**config.mk**
```make
export PLATFORM = sky130hd
export DESIGN_NAME = line_rasterizer_core
export DESIGN_NICKNAME = d
export VERILOG_FILES = /design/src/sv/lr_pkg.sv /design/src/sv/lr_setup.sv /design/src/sv/lr_stepper.sv /design/src/sv/line_rasterizer_core.sv
export SDC_FILE = /design/constraint.sdc
export NUM_CORES = 1
export LEC_CHECK = 0
export ABC_AREA = 1
export BUFFER_PORTS_ARGS = -buffer_cell sky130_fd_sc_hd__buf_2
export CAP_MARGIN = 20
export CORE_ASPECT_RATIO = 2
export CORE_MARGIN = 2
export CORE_UTILIZATION = 60
export DETAILED_ROUTE_END_ITERATION = 16
export GPL_ROUTABILITY_DRIVEN = 0
export PLACE_DENSITY = 0.81
export SLEW_MARGIN = 20
export SYNTH_ARGS = -nofsm -noshare
export SYNTH_HDL_FRONTEND = slang
export SYNTH_SLANG_ARGS = --single-unit
```
**constraint.sdc**
```tcl
create_clock -name clk -period 10.46 [get_ports clk]
set_clock_uncertainty 0.2 [all_clocks]
set_input_delay 1.046 -clock clk [delete_from_list [all_inputs] [get_ports clk]]
set_output_delay 1.046 -clock clk [all_outputs]
set_load 0.02 [all_outputs]
```
**src/sv/lr_pkg.sv**
```systemverilog
`timescale 1ns / 1ps
// ----------------------------------------------------------------------------
// lr_pkg
// Shared types, codes and helpers of the line rasterizer.
// ----------------------------------------------------------------------------
package lr_pkg;

  localparam int COORD_W = 10;
  localparam int ERR_W   = 11;
  localparam int COLOR_W = 16;

  typedef logic [COORD_W-1:0] coord_t;
  typedef logic [ERR_W-1:0]   err_t;
  typedef logic [COLOR_W-1:0] color_t;

  typedef enum logic [1:0] {
    DIR_NONE = 2'd0,
    DIR_POS  = 2'd1,
    DIR_NEG  = 2'd3
  } dir_t;

  localparam logic CMD_START = 1'b0;
  localparam logic CMD_STEP  = 1'b1;

  typedef struct packed {
    coord_t x0;
    coord_t y0;
    coord_t abs_dx;
    coord_t abs_dy;
    coord_t major_len;
    dir_t   dir_x;
    dir_t   dir_y;
  } line_setup_t;

  typedef struct packed {
    coord_t cur_x;
    coord_t cur_y;
    err_t   err_x;
    err_t   err_y;
  } walk_t;

  function automatic coord_t move_pos(input coord_t pos, input dir_t dir);
    case (dir)
      DIR_POS: move_pos = pos + coord_t'(1);
      DIR_NEG: move_pos = pos - coord_t'(1);
      default: move_pos = pos;
    endcase
  endfunction

endpackage

```
**src/sv/lr_setup.sv**
```systemverilog
`timescale 1ns / 1ps
// ----------------------------------------------------------------------------
// lr_setup
// Clamp endpoints to the screen, derive deltas, directions and major length.
// ----------------------------------------------------------------------------
module lr_setup import lr_pkg::*; #(
  parameter int SCREEN_WIDTH  = 800,
  parameter int SCREEN_HEIGHT = 480
) (
  input  coord_t      x_start,
  input  coord_t      y_start,
  input  coord_t      x_end,
  input  coord_t      y_end,
  output line_setup_t setup
);

  localparam coord_t X_TOP = coord_t'(SCREEN_WIDTH - 1);
  localparam coord_t Y_TOP = coord_t'(SCREEN_HEIGHT - 1);

  coord_t xs, ys, xe, ye;

  always_comb begin
    xs = (x_start > X_TOP) ? X_TOP : x_start;
    ys = (y_start > Y_TOP) ? Y_TOP : y_start;
    xe = (x_end > X_TOP) ? X_TOP : x_end;
    ye = (y_end > Y_TOP) ? Y_TOP : y_end;

    setup.x0 = xs;
    setup.y0 = ys;

    if (xe > xs) begin
      setup.abs_dx = xe - xs;
      setup.dir_x  = DIR_POS;
    end else if (xe < xs) begin
      setup.abs_dx = xs - xe;
      setup.dir_x  = DIR_NEG;
    end else begin
      setup.abs_dx = '0;
      setup.dir_x  = DIR_NONE;
    end

    if (ye > ys) begin
      setup.abs_dy = ye - ys;
      setup.dir_y  = DIR_POS;
    end else if (ye < ys) begin
      setup.abs_dy = ys - ye;
      setup.dir_y  = DIR_NEG;
    end else begin
      setup.abs_dy = '0;
      setup.dir_y  = DIR_NONE;
    end

    setup.major_len = (setup.abs_dx > setup.abs_dy) ? setup.abs_dx : setup.abs_dy;
  end

endmodule

```
**src/sv/lr_stepper.sv**
```systemverilog
`timescale 1ns / 1ps
// ----------------------------------------------------------------------------
// lr_stepper
// Advance the error accumulators and position by one pixel.
// ----------------------------------------------------------------------------
module lr_stepper import lr_pkg::*; (
  input  line_setup_t line_cfg,
  input  walk_t       walk,
  output walk_t       walk_nxt
);

  err_t sum_x, sum_y, major_e;

  always_comb begin
    major_e = {1'b0, line_cfg.major_len};
    sum_x   = walk.err_x + {1'b0, line_cfg.abs_dx};
    sum_y   = walk.err_y + {1'b0, line_cfg.abs_dy};

    walk_nxt = walk;
    walk_nxt.err_x = sum_x;
    walk_nxt.err_y = sum_y;
    if (sum_x > major_e) begin
      walk_nxt.err_x = sum_x - major_e;
      walk_nxt.cur_x = move_pos(walk.cur_x, line_cfg.dir_x);
    end
    if (sum_y > major_e) begin
      walk_nxt.err_y = sum_y - major_e;
      walk_nxt.cur_y = move_pos(walk.cur_y, line_cfg.dir_y);
    end
  end

endmodule

```
**src/sv/line_rasterizer_core.sv**
```systemverilog
`timescale 1ns / 1ps
// ----------------------------------------------------------------------------
// line_rasterizer_core
// DDA line rasterizer: start words set up a line, step words emit pixels.
// ----------------------------------------------------------------------------
// Input channel in_*: in_tuser is the command (0 start, 1 step). A start word
// carries both endpoints and a color; endpoints are clamped to the screen and
// nothing is emitted. Each step word while a line is active emits one pixel on
// out_*, with out_tlast on the final pixel; a line gives major length + 1
// pixels. A step word while idle is consumed and dropped. A start word while a
// line is active abandons it.
// Latency: a pixel appears in the output register the cycle after its step
// word is taken. Throughput: one word per cycle, set by the single output
// register; in_tready is high whenever that register is empty or is being
// drained, so a stall on out_tready holds the pixel and backs up the input.
// Reset (rst_n low, synchronous) clears the active flag and the output valid.
// ----------------------------------------------------------------------------
module line_rasterizer_core import lr_pkg::*; #(
  parameter int SCREEN_WIDTH  = 800,
  parameter int SCREEN_HEIGHT = 480
) (
  input  logic        clk,
  input  logic        rst_n,
  input  logic        in_tvalid,
  output logic        in_tready,
  // x_start[9:0], y_start[19:10], x_end[29:20], y_end[39:30], color[55:40]
  input  logic [55:0] in_tdata,
  // command[0]
  input  logic        in_tuser,
  output logic        out_tvalid,
  input  logic        out_tready,
  // pixel_x[9:0], pixel_y[19:10], pixel_color[35:20], zero[39:36]
  output logic [39:0] out_tdata,
  output logic        out_tlast
);

  line_setup_t setup_w, line_r;
  walk_t       walk_r, walk_w;
  err_t        points_left_r;
  logic        busy_r;
  color_t      color_r;
  logic        out_valid_r;
  logic [39:0] out_data_r;
  logic        out_last_r;
  logic        accept, emit;

  lr_setup #(
    .SCREEN_WIDTH (SCREEN_WIDTH),
    .SCREEN_HEIGHT(SCREEN_HEIGHT)
  ) u_setup (
    .x_start(in_tdata[9:0]),
    .y_start(in_tdata[19:10]),
    .x_end  (in_tdata[29:20]),
    .y_end  (in_tdata[39:30]),
    .setup  (setup_w)
  );

  lr_stepper u_stepper (
    .line_cfg(line_r),
    .walk    (walk_r),
    .walk_nxt(walk_w)
  );

  assign in_tready = !out_valid_r || out_tready;
  assign accept    = in_tvalid && in_tready;
  assign emit      = accept && (in_tuser == CMD_STEP) && busy_r;

  always_ff @(posedge clk) begin
    if (!rst_n) begin
      busy_r      <= 1'b0;
      out_valid_r <= 1'b0;
    end else begin
      if (accept && (in_tuser == CMD_START)) begin
        busy_r <= 1'b1;
      end else if (emit && (points_left_r == err_t'(1))) begin
        busy_r <= 1'b0;
      end
      if (emit) begin
        out_valid_r <= 1'b1;
      end else if (out_tready) begin
        out_valid_r <= 1'b0;
      end
    end
  end

  always_ff @(posedge clk) begin
    if (accept && (in_tuser == CMD_START)) begin
      line_r        <= setup_w;
      color_r       <= in_tdata[55:40];
      walk_r.cur_x  <= setup_w.x0;
      walk_r.cur_y  <= setup_w.y0;
      walk_r.err_x  <= '0;
      walk_r.err_y  <= '0;
      points_left_r <= {1'b0, setup_w.major_len} + err_t'(1);
    end else if (emit) begin
      walk_r        <= walk_w;
      points_left_r <= points_left_r - err_t'(1);
      out_data_r    <= {4'b0, color_r, walk_r.cur_y, walk_r.cur_x};
      out_last_r    <= (points_left_r == err_t'(1));
    end
  end

  assign out_tvalid = out_valid_r;
  assign out_tdata  = out_data_r;
  assign out_tlast  = out_last_r;

endmodule
```
==> results of run 1 <==
kinds of logic (layout without fill, tap and decap cells):
kind of cell,count (synthesis),after routing,synth area share [%]
simple gates,534,534,23.2
flops,142,142,38.2
buf+inv,219,331,8.07
fa+ha+maj,110,110,13.8
compound gates,224,224,12.5
other cells,2,6,0.0713
xor+xnor,50,50,4.16
where the power goes:
group,total [W],internal (W),switching [W]
logic,0.00106,0.000375,0.000688
registers,0.000712,0.000683,0.0000286
clock network,0.000609,0.000343,0.000267
synthesized netlist by cell type, types with 3 or more instances:
cell type / number
nand2_1: 269
inv_1: 186
edfxtp_1: 118
ha_1: 100
a21oi_1: 95
nor2_1: 89
nand3_1: 81
o21ai_0: 56
nand2_2: 31
xor2_1: 28
dfxtp_1: 24
xnor2_1: 22
clkbuf_1: 15
nand2_4: 12
fa_1: 10
nand4_1: 10
nor3_1: 10
o21bai_1: 10
o21ai_1: 8
o22ai_1: 8
or2_2: 8
a21o_1: 7
a31oi_1: 6
o32ai_1: 6
a21boi_0: 5
buf_2: 5
buf_4: 5
nor2_2: 5
inv_2: 4
nor2_4: 4
a21oi_2: 3
a221oi_1: 3
nand3b_1: 3
nor3_2: 3
o211ai_1: 3
o21a_1: 3
cells in the final DEF (no fill, tap or decap), types with 6 or more instances in the layout:
master	instances
nand2_1	269
nor2_1	88
o21bai_1	10
clkbuf_16	17
nor3_1	10
nand2_4	12
nand4_1	10
nand2_2	31
o32ai_1	6
inv_1	185
o21ai_1	8
a31oi_1	6
xnor2_1	22
fa_1	10
o21ai_0	56
ha_1	100
a21o_1	7
buf_2	99
conb_1	6
or2_2	8
nand3_1	81
xor2_1	28
a21oi_1	95
buf_4	7
dfxtp_1	24
edfxtp_1	118
o22ai_1	8
per-layer routing:
metal  vias to the layer above  track usage (%)  share of wire, %
met1                      4239             27.6                33
li1                       4474                -                 -
met3                       129             4.79               4.4
met5                         -                0                 0
met4                         0             19.9               7.5
met2                       330             59.2                55
registers in the layout, summed over array words and instances (netlist names):
signal,count
out_tlast,1
out_tdata,36
busy_r,1
points_left_r,11
color_r,16
line_r,34
walk_r,42
out_tvalid,1
stage by stage:
stage                     worst slack, ns  utilization, %
after global placement               4.22            65.4
after global routing                 3.86            68.8
after CTS                            4.40            68.8
after floorplan                      4.87               -
after detailed placement             3.98            65.4
final                                4.33            68.8
cell type report:
class,count,share of cell area [%]
clock buffers,18,3.71
flip-flops and latches,142,34.0
multi-input cells,924,48.0
well taps,210,2.22
repair buffers,106,4.63
clock inverters,14,1.27
inverters,193,6.14
worst min-delay path by stage:
stage	startpoint	to
2_1_floorplan	color_r[0]	out_tdata[20]
3_3_place_gp	color_r[4]	out_tdata[24]
3_5_place_dp	color_r[0]	out_tdata[20]
4_1_cts	color_r[10]	out_tdata[30]
5_1_grt	color_r[12]	out_tdata[32]
6_report	color_r[12]	out_tdata[32]
==> results.json, run 1 <==
{
  "status": "completed",
  "tightest_slew_ns": 1.01,
  "fill_cells": 1365,
  "holdBufCountCts": 0,
  "timing.final.crit_share_pct": 58.6,
  "hold_viol": 0,
  "cts_buffers": 17,
  "ctsHtreeMaxLevel": 4,
  "power_leakage_nw": 5.67,
  "io-pin-count": 104,
  "crit_family": "simple AND/OR/NAND/NOR gates",
  "dp_cells": 1575,
  "ys_top_cells_by_area": "edfxtp_1, ha_1, nand2_1",
  "end_kind": "flop",
  "num_vias": 9172,
  "ys_ff_latch": 142,
  "drtAntennaViolNets": 0,
  "cts_tree": "yes",
  "layout.nets": 1555,
  "rrSetupSlack_ns": 5.76,
  "synth-main-ff-cell": "edfxtp_1",
  "tns_ns": 0,
  "wire_per_inst_um": 17.1,
  "maxCapViolCount": 0,
  "post_cts_buffers": 0,
  "worst-path-stages": 34,
  "drv_slew": 0,
  "rsz0062_at_grt": "no",
  "grt_antenna_before_repair": 0,
  "wl_um": 27500,
  "critical-path-max-stage-delay_ns": 0.51,
  "setup_viol": 0,
  "clock_sinks": 142,
  "max_slew_margin_pct": 32.8,
  "syn_area_um2": 10500,
  "syn2layout_area_growth_pct": 12.3,
  "regArea_um2": 4020,
  "crit-reg2reg-launch": "line_r[24]",
  "start_kind": "primary input",
  "first_iter_violations": 485,
  "cts_resized": 0,
  "fmax_mhz": 163,
  "die_h_um": 191,
  "gr-total-overflow": 0,
  "vias_per_cell": 5.71,
  "yosys_warnings": 0,
  "multiInputGateArea_um2": 5680,
  "cts_root_buf": "clkbuf_16",
  "rr_worst_depth": 20,
  "die_area_um2": 18700,
  "async_flop_share_pct": 0,
  "drc": 0,
  "drive_gt1_share_pct": 15.6,
  "min_path_cells": 0,
  "dp_hpwl_um": 21200,
  "start_util_pct": 61.3,
  "insertion_delay_ns": 0.44,
  "cpMostUsedCell": "nand2_1",
  "p_total_w": 0.00238,
  "ir_drop_v": 0.000134,
  "grt_pass1_wl_um": 43900,
  "grt_usage_pct": 30.1,
  "synth_cell_type_count": 55,
  "path_buf_inv": 6,
  "row_count": 68,
  "finalCriticalPeriod_ns": 6.13,
  "synth_cells": 1281,
  "grt_max_degree": 84,
  "cp.arrival_ns": 6.10,
  "regToRegEndpoint": "walk_r[35]",
  "stdcell_area_um2": 11800,
  "syn_area_per_cell_um2": 8.22,
  "synth_top_cell_by_area": "edfxtp_1",
  "dr.pass1.iters": 7,
  "fin_cells": 1607,
  "path_max_fanout": 12,
  "critical_path.startpoint": "in_tdata[17]",
  "core_um2": 17200,
  "hold_path.class": "flop to flop",
  "port_buffers": 99,
  "power_density_nw_per_um2": 202,
  "grt_pass1_vias": 9168,
  "seq_area_frac_synth_pct": 38.2,
  "synth_top_area_share_pct": 33.7,
  "synth-edff-count": 118,
  "die_w_um": 97.7,
  "fin_hold_ws_ns": 0.222,
  "cp-endpoint": "points_left_r[8]",
  "clockBufferDepth": 2,
  "placed_area_um2": 11200,
  "clkSlewWorstSetupHoldPaths_ns": 0.06,
  "crit_type": "primary input to flop",
  "antenna_cells": 0,
  "required_ns": 10.44,
  "cp_slowest_cell": "o21ai_0"
}
Power figures use the tool's default switching activity.
==> run 2: changes to the inputs <==
==> constraint.sdc (replaced) <==
create_clock -name clk -period 5.9 [get_ports clk]
set_clock_uncertainty 0.2 [all_clocks]
set_input_delay 0.59 -clock clk [delete_from_list [all_inputs] [get_ports clk]]
set_output_delay 0.59 -clock clk [all_outputs]
set_load 0.02 [all_outputs]
==> results.json, run 2 (synthesis results as in run 1) <==
{
  "fmax_mhz": 184,
  "fill_cells": 1380,
  "grt_usage_pct": 30.7,
  "post_cts_buffers": 0,
  "gr-total-overflow": 0,
  "rr_worst_depth": 20,
  "drc": 0,
  "min-delay-start": "in_tdata[41]",
  "crit_type": "primary input to flop",
  "hold_viol": 0,
  "regMostFlops": "walk_r",
  "timing.final.crit_share_pct": 92.2,
  "dr.pass1.iters": 6,
  "cp_slowest_cell": "fa_1",
  "wire_per_inst_um": 17.4,
  "cts_tree": "yes",
  "required_ns": 5.88,
  "layout.nets": 1556,
  "min_path_cells": 1,
  "tightest_slew_ns": 0.982,
  "drv_slew": 0,
  "die_area_um2": 18700,
  "end_kind": "flop",
  "power_leakage_nw": 5.68,
  "path_max_fanout": 11,
  "holdBufCountCts": 0,
  "hold_path.class": "primary input to flop",
  "clockBufferDepth": 2,
  "io-pin-count": 104,
  "clkSlewWorstSetupHoldPaths_ns": 0.08,
  "final_cell_mix": "nand2_1, inv_1, edfxtp_1",
  "insertion_delay_ns": 0.44,
  "start_util_pct": 61.3,
  "vias_per_cell": 5.75,
  "finalCriticalPeriod_ns": 5.44,
  "dp_cells": 1576,
  "wl_um": 28100,
  "start_kind": "primary input",
  "dp_hpwl_um": 21800,
  "antenna_cells": 0,
  "largest_reg_flops": 42,
  "ctsHtreeMaxLevel": 4,
  "port_buffers": 99,
  "layout_commonest_cell": "nand2_1",
  "core_um2": 17200,
  "tns_ns": 0,
  "rsz0062_at_grt": "no",
  "regArea_um2": 4020,
  "cts_resized": 0,
  "min_to": "color_r[1]",
  "fin_cells": 1608,
  "cts_root_buf": "clkbuf_16",
  "power_density_nw_per_um2": 359,
  "max_slew_margin_pct": 34.5,
  "syn2layout_area_growth_pct": 12.7,
  "rrSetupSlack_ns": 1.43,
  "cp.arrival_ns": 5.42,
  "critical-path-max-stage-delay_ns": 0.41,
  "setup_viol": 0,
  "num_vias": 9247,
  "crit-reg2reg-launch": "line_r[24]",
  "regToRegEndpoint": "walk_r[40]",
  "status": "completed",
  "first_iter_violations": 605,
  "maxCapViolCount": 0,
  "multiInputGateArea_um2": 5680,
  "drtAntennaViolNets": 0,
  "die_h_um": 191,
  "grt_pass1_vias": 9512,
  "clock_sinks": 142,
  "grt_max_degree": 83,
  "ir_drop_v": 0.000238,
  "grt_antenna_before_repair": 0,
  "cts_buffers": 17,
  "grt_pass1_wl_um": 44600,
  "row_count": 68,
  "die_w_um": 97.7,
  "drive_gt1_share_pct": 15.7
}
-- run 2: power breakdown --
part	leakage, nW	switching, W	total, W	internal, W
Combinational	4.08	0.00123	0.00190	0.000672
Clock	0.298	0.000523	0.00110	0.000576
Sequential	1.30	0.0000501	0.00126	0.00121
Total	5.68	0.00181	0.00426	0.00246
-- run 2: worst max-delay path by stage --
stage / start / endpoint / slack (ns) / cells after the start
finish: in_tdata[7] / points_left_r[8] / 0.46 / 34
global route: in_tdata[7] / points_left_r[8] / 0.005 / 31
CTS: in_tdata[7] / points_left_r[8] / 0.51 / 31
detailed placement: in_tdata[7] / points_left_r[8] / 0.08 / 31
global placement: in_tdata[7] / points_left_r[8] / 0.38 / 31
floorplan: in_tdata[17] / points_left_r[8] / 0.77 / 33
-- run 2: area by class of cell --
type / instances / area share (%)
multi-input combinational: 924 / 47.9
clock inverter: 15 / 1.61
timing repair buffer: 107 / 4.68
clock buffer: 17 / 3.58
sequential: 142 / 33.9
tap: 210 / 2.21
inverter: 193 / 6.13
-- run 2: layer usage --
layer  vias to the layer above  part of all wire (%)  track usage (%)
li1                       4477                     -                -
met1                      4278                    32             27.2
met2                       331                    55             59.2
met3                       161                   3.7             4.20
met4                         0                   9.2             25.9
met5                         -                     0                0
-- run 2: critical path, delay by kind of cell --
| kind | cells | cell delay [ns] |
|---|---|---|
| AO/OA/AOI/OAI | 3 | 0.64 |
| AND/OR/NAND/NOR | 20 | 2.29 |
| adder cells (fa/ha/maj) | 4 | 1.18 |
| buffers and inverters | 7 | 0.71 |
-- run 2: per-stage QoR --
step | area, um^2 | total power [W] | hold WS (ns) | utilization [%] | setup slack (ns)
detailed placement | 11200 | 0.00313 | 0.205 | 65.4 | 0.0770
floorplan | 10500 | 0.00270 | 0.200 | - | 0.766
global route | 11900 | 0.00453 | 0.119 | 69.1 | 0.00515
CTS | 11900 | 0.00424 | 0.120 | 69.0 | 0.506
finish | 11900 | 0.00426 | 0.126 | 69.1 | 0.462
global placement | 11200 | 0.00308 | 0.200 | 65.4 | 0.377
